==> src/rtl/core/assert_macros.svh <==
// Assertion helpers for the drive mixer. Each macro expects a clock named clk
// and an active-low reset named rst_n in the scope where it is used.
`ifndef ASSERT_MACROS_SVH
`define ASSERT_MACROS_SVH

// The consequent must hold in the same cycle as the antecedent.
`define ASSERT_SAME(label, ante, cons, msg) \
    label: assert property (@(posedge clk) disable iff (!rst_n) (ante) |-> (cons)) \
        else $error(msg);

// The consequent must hold in the cycle after the antecedent.
`define ASSERT_NEXT(label, ante, cons, msg) \
    label: assert property (@(posedge clk) disable iff (!rst_n) (ante) |=> (cons)) \
        else $error(msg);

`endif

==> src/rtl/core/owdm_pkg.sv <==
`default_nettype none

package owdm_pkg;

    localparam int ANGLE_W = 9;
    localparam int SPEED_W = 8;
    localparam int ROT_W = 14;
    localparam int DUTY_W = 8;

    // Fraction bits of the cosine used in the wheel sums.
    localparam int COS_FRAC_BITS = 14;
    localparam int COS_W = COS_FRAC_BITS + 1;
    localparam int PROD_W = COS_W + SPEED_W;
    localparam int SUM_W = COS_FRAC_BITS + 11;
    localparam int ROT_SHIFT = COS_FRAC_BITS - 4;
    localparam int QUOT_W = SUM_W - COS_FRAC_BITS;

    // Rescaling of the Q1.14 table to Q1.COS_FRAC_BITS, round half up.
    localparam int COS_UP = (COS_FRAC_BITS >= 14) ? COS_FRAC_BITS - 14 : 0;
    localparam int COS_DOWN = (COS_FRAC_BITS >= 14) ? 0 : 14 - COS_FRAC_BITS;
    localparam int COS_HALF = (2 ** COS_DOWN) / 2;

    localparam int IDX_W = 7;
    localparam logic [ANGLE_W:0] ANG_QUARTER = 10'd90;
    localparam logic [ANGLE_W:0] ANG_HALF = 10'd180;
    localparam logic [ANGLE_W:0] ANG_THREE_Q = 10'd270;
    localparam logic [ANGLE_W:0] ANG_FULL = 10'd360;
    localparam logic [ANGLE_W:0] ANG_TWO_FULL = 10'd720;

    localparam logic [QUOT_W-1:0] DUTY_MAX = QUOT_W'(255);

    // Configuration register index.
    localparam logic REG_BASE_ANGLE = 1'b0;
    localparam logic [ANGLE_W-1:0] BASE_ANGLE_RST = 9'd315;

    typedef struct packed {
        logic s1;
        logic s2;
        logic s3;
        logic s4;
    } owdm_stage_t;

    // round(cos(d) * 16384) for d = 0..90 degrees.
    localparam logic [14:0] COS_Q14 [0:90] = '{
        15'd16384, 15'd16382, 15'd16374, 15'd16362, 15'd16344, 15'd16322, 15'd16294,
        15'd16262, 15'd16225, 15'd16182, 15'd16135, 15'd16083, 15'd16026, 15'd15964,
        15'd15897, 15'd15826, 15'd15749, 15'd15668, 15'd15582, 15'd15491, 15'd15396,
        15'd15296, 15'd15191, 15'd15082, 15'd14968, 15'd14849, 15'd14726, 15'd14598,
        15'd14466, 15'd14330, 15'd14189, 15'd14044, 15'd13894, 15'd13741, 15'd13583,
        15'd13421, 15'd13255, 15'd13085, 15'd12911, 15'd12733, 15'd12551, 15'd12365,
        15'd12176, 15'd11982, 15'd11786, 15'd11585, 15'd11381, 15'd11174, 15'd10963,
        15'd10749, 15'd10531, 15'd10311, 15'd10087, 15'd9860,  15'd9630,  15'd9397,
        15'd9162,  15'd8923,  15'd8682,  15'd8438,  15'd8192,  15'd7943,  15'd7692,
        15'd7438,  15'd7182,  15'd6924,  15'd6664,  15'd6402,  15'd6138,  15'd5872,
        15'd5604,  15'd5334,  15'd5063,  15'd4790,  15'd4516,  15'd4240,  15'd3964,
        15'd3686,  15'd3406,  15'd3126,  15'd2845,  15'd2563,  15'd2280,  15'd1997,
        15'd1713,  15'd1428,  15'd1143,  15'd857,   15'd572,   15'd286,   15'd0
    };

    function automatic logic [COS_W-1:0] cos_scaled(input logic [IDX_W-1:0] idx);
        logic [31:0] v;
        v = 32'(COS_Q14[idx]) << COS_UP;
        v = (v + 32'(COS_HALF)) >> COS_DOWN;
        return COS_W'(v);
    endfunction

endpackage

`default_nettype wire

==> src/rtl/core/owdm_pipe_ctrl.sv <==
`default_nettype none

module owdm_pipe_ctrl (
    input  wire logic                 clk,
    input  wire logic                 rst_n,
    input  wire logic                 in_valid,
    input  wire logic                 out_stall,
    output owdm_pkg::owdm_stage_t     adv,
    output owdm_pkg::owdm_stage_t     vld,
    output logic                      in_stall
);
    import owdm_pkg::*;

    owdm_stage_t vld_reg;
    owdm_stage_t vld_next;
    owdm_stage_t rdy;

    // A stage may load when it is empty or its occupant moves on.
    always_comb
    begin
        rdy.s4 = !vld_reg.s4 || !out_stall;
        rdy.s3 = !vld_reg.s3 || rdy.s4;
        rdy.s2 = !vld_reg.s2 || rdy.s3;
        rdy.s1 = !vld_reg.s1 || rdy.s2;

        vld_next.s1 = rdy.s1 ? in_valid    : vld_reg.s1;
        vld_next.s2 = rdy.s2 ? vld_reg.s1  : vld_reg.s2;
        vld_next.s3 = rdy.s3 ? vld_reg.s2  : vld_reg.s3;
        vld_next.s4 = rdy.s4 ? vld_reg.s3  : vld_reg.s4;
    end

    always_ff @(posedge clk or negedge rst_n)
    begin
        if (!rst_n)
        begin
            vld_reg <= '0;
        end
        else
        begin
            vld_reg <= vld_next;
        end
    end

    assign adv      = rdy;
    assign vld      = vld_reg;
    assign in_stall = !rdy.s1;

endmodule

`default_nettype wire

==> src/rtl/core/owdm_angle.sv <==
`default_nettype none

module owdm_angle (
    input  wire logic                              clk,
    input  wire logic                              load,
    input  wire logic [owdm_pkg::ANGLE_W-1:0]      base_angle,
    input  wire logic [owdm_pkg::ANGLE_W-1:0]      heading_deg,
    input  wire logic [owdm_pkg::SPEED_W-1:0]      speed,
    input  wire logic signed [owdm_pkg::ROT_W-1:0] rotation,
    output logic [owdm_pkg::ANGLE_W-1:0]           angle,
    output logic [owdm_pkg::SPEED_W-1:0]           speed_q,
    output logic signed [owdm_pkg::ROT_W-1:0]      rotation_q
);
    import owdm_pkg::*;

    logic [ANGLE_W:0]          sum_raw;
    logic [ANGLE_W:0]          sum_a;
    logic [ANGLE_W:0]          sum_b;
    logic [ANGLE_W-1:0]        angle_reg;
    logic [SPEED_W-1:0]        speed_reg;
    logic signed [ROT_W-1:0]   rot_reg;

    // Both operands are below 512, so two conditional subtractions bring the
    // sum into the range 0..359.
    always_comb
    begin
        sum_raw = (ANGLE_W + 1)'(base_angle) + (ANGLE_W + 1)'(heading_deg);
        sum_a   = (sum_raw >= ANG_TWO_FULL) ? sum_raw - ANG_TWO_FULL : sum_raw;
        sum_b   = (sum_a >= ANG_FULL) ? sum_a - ANG_FULL : sum_a;
    end

    always_ff @(posedge clk)
    begin
        if (load)
        begin
            angle_reg <= sum_b[ANGLE_W-1:0];
            speed_reg <= speed;
            rot_reg   <= rotation;
        end
    end

    assign angle      = angle_reg;
    assign speed_q    = speed_reg;
    assign rotation_q = rot_reg;

endmodule

`default_nettype wire

==> src/rtl/core/owdm_lane.sv <==
`default_nettype none

module owdm_lane (
    input  wire logic                              clk,
    input  wire owdm_pkg::owdm_stage_t             adv,
    input  wire logic [1:0]                        wheel,
    input  wire logic [owdm_pkg::ANGLE_W-1:0]      angle,
    input  wire logic [owdm_pkg::SPEED_W-1:0]      speed,
    input  wire logic signed [owdm_pkg::ROT_W-1:0] rotation,
    output logic [owdm_pkg::DUTY_W-1:0]            duty,
    output logic                                   fwd
);
    import owdm_pkg::*;

    logic [ANGLE_W:0]          wheel_off;
    logic [ANGLE_W:0]          ang_raw;
    logic [ANGLE_W:0]          ang;
    logic [ANGLE_W:0]          idx_wide;
    logic                      neg;

    logic [COS_W-1:0]          cos_reg;
    logic                      neg_reg;
    logic [SPEED_W-1:0]        speed_reg;
    logic signed [ROT_W-1:0]   rot_reg;

    logic [PROD_W-1:0]         prod;
    logic signed [SUM_W-1:0]   term;
    logic signed [SUM_W-1:0]   rot_q;
    logic signed [SUM_W-1:0]   sum_reg;

    logic [SUM_W-1:0]          mag;
    logic [QUOT_W-1:0]         quot;
    logic [DUTY_W-1:0]         duty_reg;
    logic                      fwd_reg;

    // Stage two: wheel angle, quadrant fold and table read.
    always_comb
    begin
        wheel_off = (ANGLE_W + 1)'(wheel) * ANG_QUARTER;
        ang_raw   = (ANGLE_W + 1)'(angle) + wheel_off;
        ang       = (ang_raw >= ANG_FULL) ? ang_raw - ANG_FULL : ang_raw;
        if (ang <= ANG_QUARTER)
        begin
            idx_wide = ang;
            neg      = 1'b0;
        end
        else if (ang <= ANG_HALF)
        begin
            idx_wide = ANG_HALF - ang;
            neg      = 1'b1;
        end
        else if (ang <= ANG_THREE_Q)
        begin
            idx_wide = ang - ANG_HALF;
            neg      = 1'b1;
        end
        else
        begin
            idx_wide = ANG_FULL - ang;
            neg      = 1'b0;
        end
    end

    always_ff @(posedge clk)
    begin
        if (adv.s2)
        begin
            cos_reg   <= cos_scaled(idx_wide[IDX_W-1:0]);
            neg_reg   <= neg;
            speed_reg <= speed;
            rot_reg   <= rotation;
        end
    end

    // Stage three: cosine times speed plus the scaled rotation term.
    always_comb
    begin
        prod  = PROD_W'(cos_reg) * PROD_W'(speed_reg);
        term  = signed'(SUM_W'(prod));
        if (neg_reg)
        begin
            term = -term;
        end
        rot_q = SUM_W'(rot_reg) <<< ROT_SHIFT;
    end

    always_ff @(posedge clk)
    begin
        if (adv.s3)
        begin
            sum_reg <= term + rot_q;
        end
    end

    // Stage four: magnitude truncated toward zero, saturated to the duty range.
    always_comb
    begin
        mag  = sum_reg[SUM_W-1] ? SUM_W'(-sum_reg) : SUM_W'(sum_reg);
        quot = mag[SUM_W-1:COS_FRAC_BITS];
    end

    always_ff @(posedge clk)
    begin
        if (adv.s4)
        begin
            duty_reg <= (quot > DUTY_MAX) ? DUTY_MAX[DUTY_W-1:0] : quot[DUTY_W-1:0];
            fwd_reg  <= !sum_reg[SUM_W-1];
        end
    end

    assign duty = duty_reg;
    assign fwd  = fwd_reg;

endmodule

`default_nettype wire

==> src/rtl/core/omni_wheel_drive_mixer.sv <==
// Four-wheel omni drive mixer.
// An item on the input channel (heading_deg, speed, rotation) is taken at a
// clock edge where in_valid is high and in_stall is low. Each item yields one
// result item with a duty magnitude and a forward flag for each of the four
// wheels, offered on out_valid and taken when out_stall is low.
// The datapath is a four-stage pipeline: angle reduction, wheel angle and
// cosine table read, multiply and add, then magnitude and saturation. One
// item per cycle is sustained while out_stall is low. The multiply-add stage
// sets the clock period.
// When the receiver stalls, the result holds on the outputs and the stages
// behind it keep filling until every stage is occupied; only then does
// in_stall rise. Nothing is dropped or repeated.
// The base_angle register is written over the APB port at byte address 0 and
// the user must change it only while the pipeline is empty; the block itself
// does not enforce this. Reset empties the pipeline and sets base_angle to
// 315 degrees (IMU layout); 45 selects the plain layout.
`default_nettype none

`include "assert_macros.svh"

module omni_wheel_drive_mixer (
    input  wire logic                              clk,
    input  wire logic                              rst_n,

    input  wire logic                              psel,
    input  wire logic                              penable,
    input  wire logic                              pwrite,
    input  wire logic [2:0]                        paddr,
    input  wire logic [31:0]                       pwdata,
    output logic [31:0]                            prdata,
    output logic                                   pready,

    input  wire logic                              in_valid,
    output logic                                   in_stall,
    input  wire logic [owdm_pkg::ANGLE_W-1:0]      heading_deg,
    input  wire logic [owdm_pkg::SPEED_W-1:0]      speed,
    input  wire logic signed [owdm_pkg::ROT_W-1:0] rotation,

    output logic                                   out_valid,
    input  wire logic                              out_stall,
    output logic [owdm_pkg::DUTY_W-1:0]            duty_one,
    output logic [owdm_pkg::DUTY_W-1:0]            duty_two,
    output logic [owdm_pkg::DUTY_W-1:0]            duty_three,
    output logic [owdm_pkg::DUTY_W-1:0]            duty_four,
    output logic                                   fwd_one,
    output logic                                   fwd_two,
    output logic                                   fwd_three,
    output logic                                   fwd_four
);
    import owdm_pkg::*;

    logic [ANGLE_W-1:0]        base_reg;
    logic [ANGLE_W-1:0]        base_next;
    logic                      reg_idx;
    logic                      wr_en;

    owdm_stage_t               adv;
    owdm_stage_t               vld;

    logic [ANGLE_W-1:0]        angle_s1;
    logic [SPEED_W-1:0]        speed_s1;
    logic signed [ROT_W-1:0]   rot_s1;

    // Configuration port: pready is always high, one register per 32-bit word.
    assign pready  = 1'b1;
    assign reg_idx = paddr[2];
    assign wr_en   = psel && penable && pwrite && pready;

    always_comb
    begin
        base_next = base_reg;
        prdata    = '0;
        unique case (reg_idx)
            REG_BASE_ANGLE:
            begin
                prdata = 32'(base_reg);
                if (wr_en)
                begin
                    base_next = pwdata[ANGLE_W-1:0];
                end
            end
            default:
            begin
                prdata = '0;
            end
        endcase
    end

    always_ff @(posedge clk or negedge rst_n)
    begin
        if (!rst_n)
        begin
            base_reg <= BASE_ANGLE_RST;
        end
        else
        begin
            base_reg <= base_next;
        end
    end

    // Valid bits and per-stage load enables.
    owdm_pipe_ctrl u_ctrl (
        .clk       (clk),
        .rst_n     (rst_n),
        .in_valid  (in_valid),
        .out_stall (out_stall),
        .adv       (adv),
        .vld       (vld),
        .in_stall  (in_stall)
    );

    assign out_valid = vld.s4;

    // Stage one: the heading plus the base angle, reduced modulo 360. This is
    // shared by all four wheels since they differ only by quarter turns.
    owdm_angle u_angle (
        .clk         (clk),
        .load        (adv.s1),
        .base_angle  (base_reg),
        .heading_deg (heading_deg),
        .speed       (speed),
        .rotation    (rotation),
        .angle       (angle_s1),
        .speed_q     (speed_s1),
        .rotation_q  (rot_s1)
    );

    // One lane per wheel; wheel k is offset by k quarter turns.
    owdm_lane u_lane_one (
        .clk      (clk),
        .adv      (adv),
        .wheel    (2'd0),
        .angle    (angle_s1),
        .speed    (speed_s1),
        .rotation (rot_s1),
        .duty     (duty_one),
        .fwd      (fwd_one)
    );

    owdm_lane u_lane_two (
        .clk      (clk),
        .adv      (adv),
        .wheel    (2'd1),
        .angle    (angle_s1),
        .speed    (speed_s1),
        .rotation (rot_s1),
        .duty     (duty_two),
        .fwd      (fwd_two)
    );

    owdm_lane u_lane_three (
        .clk      (clk),
        .adv      (adv),
        .wheel    (2'd2),
        .angle    (angle_s1),
        .speed    (speed_s1),
        .rotation (rot_s1),
        .duty     (duty_three),
        .fwd      (fwd_three)
    );

    owdm_lane u_lane_four (
        .clk      (clk),
        .adv      (adv),
        .wheel    (2'd3),
        .angle    (angle_s1),
        .speed    (speed_s1),
        .rotation (rot_s1),
        .duty     (duty_four),
        .fwd      (fwd_four)
    );

    // Back pressure reaches the input only once every stage holds an item.
    `ASSERT_SAME(a_stall_full, in_stall, vld.s1 && vld.s2 && vld.s3 && vld.s4, "input stalled with a bubble in the pipeline")
    // The shared reduced angle is always a proper angle.
    `ASSERT_SAME(a_angle_range, vld.s1, angle_s1 < ANG_FULL[ANGLE_W-1:0], "reduced angle out of range")
    // A result held under stall keeps out_valid, duty_one and fwd_four next cycle.
    `ASSERT_NEXT(a_out_hold, out_valid && out_stall, out_valid && $stable(duty_one) && $stable(fwd_four), "stalled result changed")

endmodule

`default_nettype wire
==> config.mk <==
export PLATFORM = sky130hd
export DESIGN_NAME = omni_wheel_drive_mixer
export DESIGN_NICKNAME = d
export VERILOG_FILES = /design/src/rtl/core/owdm_pkg.sv /design/src/rtl/core/owdm_pipe_ctrl.sv /design/src/rtl/core/owdm_angle.sv /design/src/rtl/core/owdm_lane.sv /design/src/rtl/core/omni_wheel_drive_mixer.sv
export VERILOG_INCLUDE_DIRS = /design/src /design/src/rtl/core
export SDC_FILE = /design/constraint.sdc
export NUM_CORES = 2
export LEC_CHECK = 0
export BUFFER_PORTS_ARGS = -buffer_cell sky130_fd_sc_hd__buf_2
export CORE_AREA = 2 2 339 341
export DETAILED_ROUTE_END_ITERATION = 12
export DIE_AREA = 0 0 341 343
export PLACE_DENSITY = 0.56
export SYNTH_ARGS = -nofsm -noshare
export SYNTH_HDL_FRONTEND = slang
export SYNTH_HIERARCHICAL = 1
export SYNTH_SLANG_ARGS = --single-unit
==> constraint.sdc <==
create_clock -name clk -period 6.8 [get_ports clk]
set_clock_uncertainty 0.2 [all_clocks]
set_input_delay 1.36 -clock clk [delete_from_list [all_inputs] [get_ports clk]]
set_output_delay 1.36 -clock clk [all_outputs]
set_load 0.005 [all_outputs]
==> summary.md <==
| Metric | Value |
|---|---|
| Status | `finished with violations` |
| Failing checks | `negative setup slack` |
| Vias in the first global route | `36870` |
| CP max FO | `6` |
| Initial antenna violation count | `0` |
| Core Box Area | `0.1134 mm²` |
| Clk sink count | `332` |
| Hold Violations, Final | `0` |
| HP Class | `register to register` |
| Worst Path Required | `6.94 ns` |
| Commonest cells post-synth | `inv_1 (488), nand2_1 (482), ha_1 (401), and2_1 (375), fa_1 (321)` |
| Cell with the most instances after synthesis | `inv_1` |
| Mean Syn Cell Area | `9.106 µm²` |
| Yosys warning count | `6` |
| Place WS | `-0.4687 ns` |
| Clk slew on worst S/H paths | `0.06 ns` |
| #FFs+latches synth | `332` |
| Area growth, synth to finish | `22.50%` |
| Fin crit share | `106.2%` |
| Gr ovfl total | `0` |
| # IOs | `144` |
| IO buf count | `94` |
| Async SR Flop Fraction | `3.916%` |
| Drt first pass iters | `5` |
| Area leader, netlist | `edfxtp_1` |
| EDFF count, synth | `319` |
| Detailed Route Iter0 Violations | `2727` |
| Core Rows | `124` |
| Mapped Area | `0.04500 mm²` |
| Startpoint types | `register` |
| Die area | `0.1170 mm²` |
| CTS Buf Count | `43` |
| # diodes | `0` |
| Placed Instances | `6945` |
| Post-CTS Hold Fix Bufs | `0` |
| Total GRT Usage | `20.18%` |
| Fraction of layout cells with a size suffix above 1 | `24.12%` |
| Top cell by count, worst path | `fa_1` |
| Fin crit period | `7.224 ns` |
| Setup TNS | `-1.767 ns` |
| Post-DP HPWL | `93100 µm` |
| Largest net degree at the start of global routing | `156` |
| DRC viols | `0` |
| Final WS setup | `-0.4243 ns` |
| Slew headroom | `14.35%` |
| Initial Util | `39.68%` |
| Nature of the critical path endpoint | `register` |
| GP Congestion | `0.9204` |
| Final ANT Viol Nets | `0` |
| Clock tree buffer depth | `3` |
| Yosys top cell area share | `21.29%` |
| CTS tree | `done` |
| Synth Instances | `4942` |
| Synth Flop Type | `edfxtp_1` |
| Vias | `38320` |
| Fin Hold WS | `0.2795 ns` |
| Unrepaired setup endpoints after global routing | `yes` |
| Synth unique cells | `146` |
| H-tree level count | `2` |
| Finished Layout Cells | `7150` |
| Die W | `341 µm` |
| Sequential area share after synthesis | `22.03%` |
| CTS Root Cell | `clkbuf_16` |
| Final WL | `121500 µm` |
| Crit path kind | `register to register` |
| Final net count | `6398` |
| Maxcap violations | `0` |
| Count of final max-slew check failures | `0` |
| Worst-margin pin slew | `1.249 ns` |
| Slowest cell delay on critical path | `0.56 ns` |
| Final setup violating endpoints | `10` |
| Synth area leaders | `edfxtp_1 (21%), fa_1 (14%), ha_1 (11%), and2_1 (5.2%), inv_1 (4.1%)` |
| Drt wl/cell | `16.99 µm` |
| First-pass GRT wire length | `195100 µm` |
| Worst EP arrival | `7.36 ns` |
| Fmax | `0.1384 GHz` |
| Chip height | `343 µm` |
| Clk_lat worst skew | `0.61 ns` |
| Via density | `5.359` |
| Slowest library cell on the worst path | `fa_1` |
[path summary, 6_finish.rpt]
path                                                     from                           endpoint  slack, ns  cells past startpoint
setup / recovery           u_lane_four/speed_reg[4]$_DFFE_PP_  u_lane_four/sum_reg[24]$_DFFE_PP_      -0.42                     29
hold / removal                      u_ctrl/vld[3]$_DFFE_PN0P_          u_ctrl/vld[2]$_DFFE_PN0P_       0.28                      2
setup reg to reg           u_lane_four/speed_reg[4]$_DFFE_PP_  u_lane_four/sum_reg[24]$_DFFE_PP_      -0.42                     29
hold reg to reg                     u_ctrl/vld[3]$_DFFE_PN0P_          u_ctrl/vld[2]$_DFFE_PN0P_       0.28                      2
max in group asynchronous                               rst_n            base_reg[7]$_DFFE_PN0P_       5.42                      1
min in group asynchronous                               rst_n          u_ctrl/vld[0]$_DFFE_PN0P_       0.56                      1
[final cells by class]
type                    count  area [µm²]
multi-input cells        3933       34040
repair buffers            785        5956
fillers                 10710       58290
flip-flops and latches    332        9912
inverters                 508        1908
well taps                1512        1892
clock inverters            35       330.3
clock buffers              45        1084
[routing by layer]
metal	wire (µm)	track usage, %	part of all wire (%)
met1	57720	28.91	48
met5	0	0	0
met3	5930	2.144	4.9
met2	55230	32.34	45
met4	2623	5.452	2.2
[worst max-delay path: cells and delay by family, from the launching register on]
kind	cells	cell delay, ns
and+or+nand+nor	8	1.75
adders and majority gates	6	2.65
AOI/OAI and AO/OA	7	1.01
DFF	1	0.51
buffers and inverters	5	0.46
xor gates and xnor gates	3	0.38
[logic make-up after synthesis]
kind of cell | Yosys count | share of synthesized area, %
xor gates and xnor gates | 291 | 6.003
adders and majority gates | 722 | 25.43
AOI/OAI and AO/OA | 1247 | 20.32
buffers and inverters | 741 | 6.943
DFF | 332 | 22.03
muxes | 62 | 1.665
other | 2 | 0.01669
and+or+nand+nor | 1545 | 17.59
[stage by stage]
stage                     utilization [%]  instance area, µm²
after floorplan                         -               45800
after global placement              45.26               51330
after detailed placement            45.26               51330
after CTS                           47.50               53870
after global routing                48.61               55130
final                               48.61               55130
[placed cells by master (no fill, tap or decap), types with 22 or more instances in the layout]
cell	n
buf_4	641
nand2_1	467
inv_1	465
ha_1	370
and2_1	347
edfxtp_1	319
fa_1	303
nor2_1	207
a21oi_1	200
o21ai_0	174
xnor2_1	148
nand3_1	99
buf_2	95
nor3_1	92
xor2_1	83
o211ai_1	72
a21oi_2	66
conb_1	64
a21o_1	60
a211oi_1	59
a31oi_1	45
clkbuf_16	43
o21bai_1	43
xnor2_2	41
inv_2	39
nor4_1	39
o21ai_1	34
o31ai_1	34
or3_1	34
buf_6	34
nand2b_1	32
o21a_1	31
mux2i_1	31
nand4_1	29
a311oi_1	29
and2_4	28
a211o_1	26
ha_4	25
a221oi_1	23
and3_1	22
[repair_timing]
item | CTS | global route
pin swaps | 189 | 191
gates cloned | 0 | 2
setup buffers | 78 | 52
endpoints found under the setup margin | 14 | 52
resized for setup | 131 | 173
Power is not shown: default switching activity piles up to over one toggle a cycle in this logic, so the estimate is an artifact.
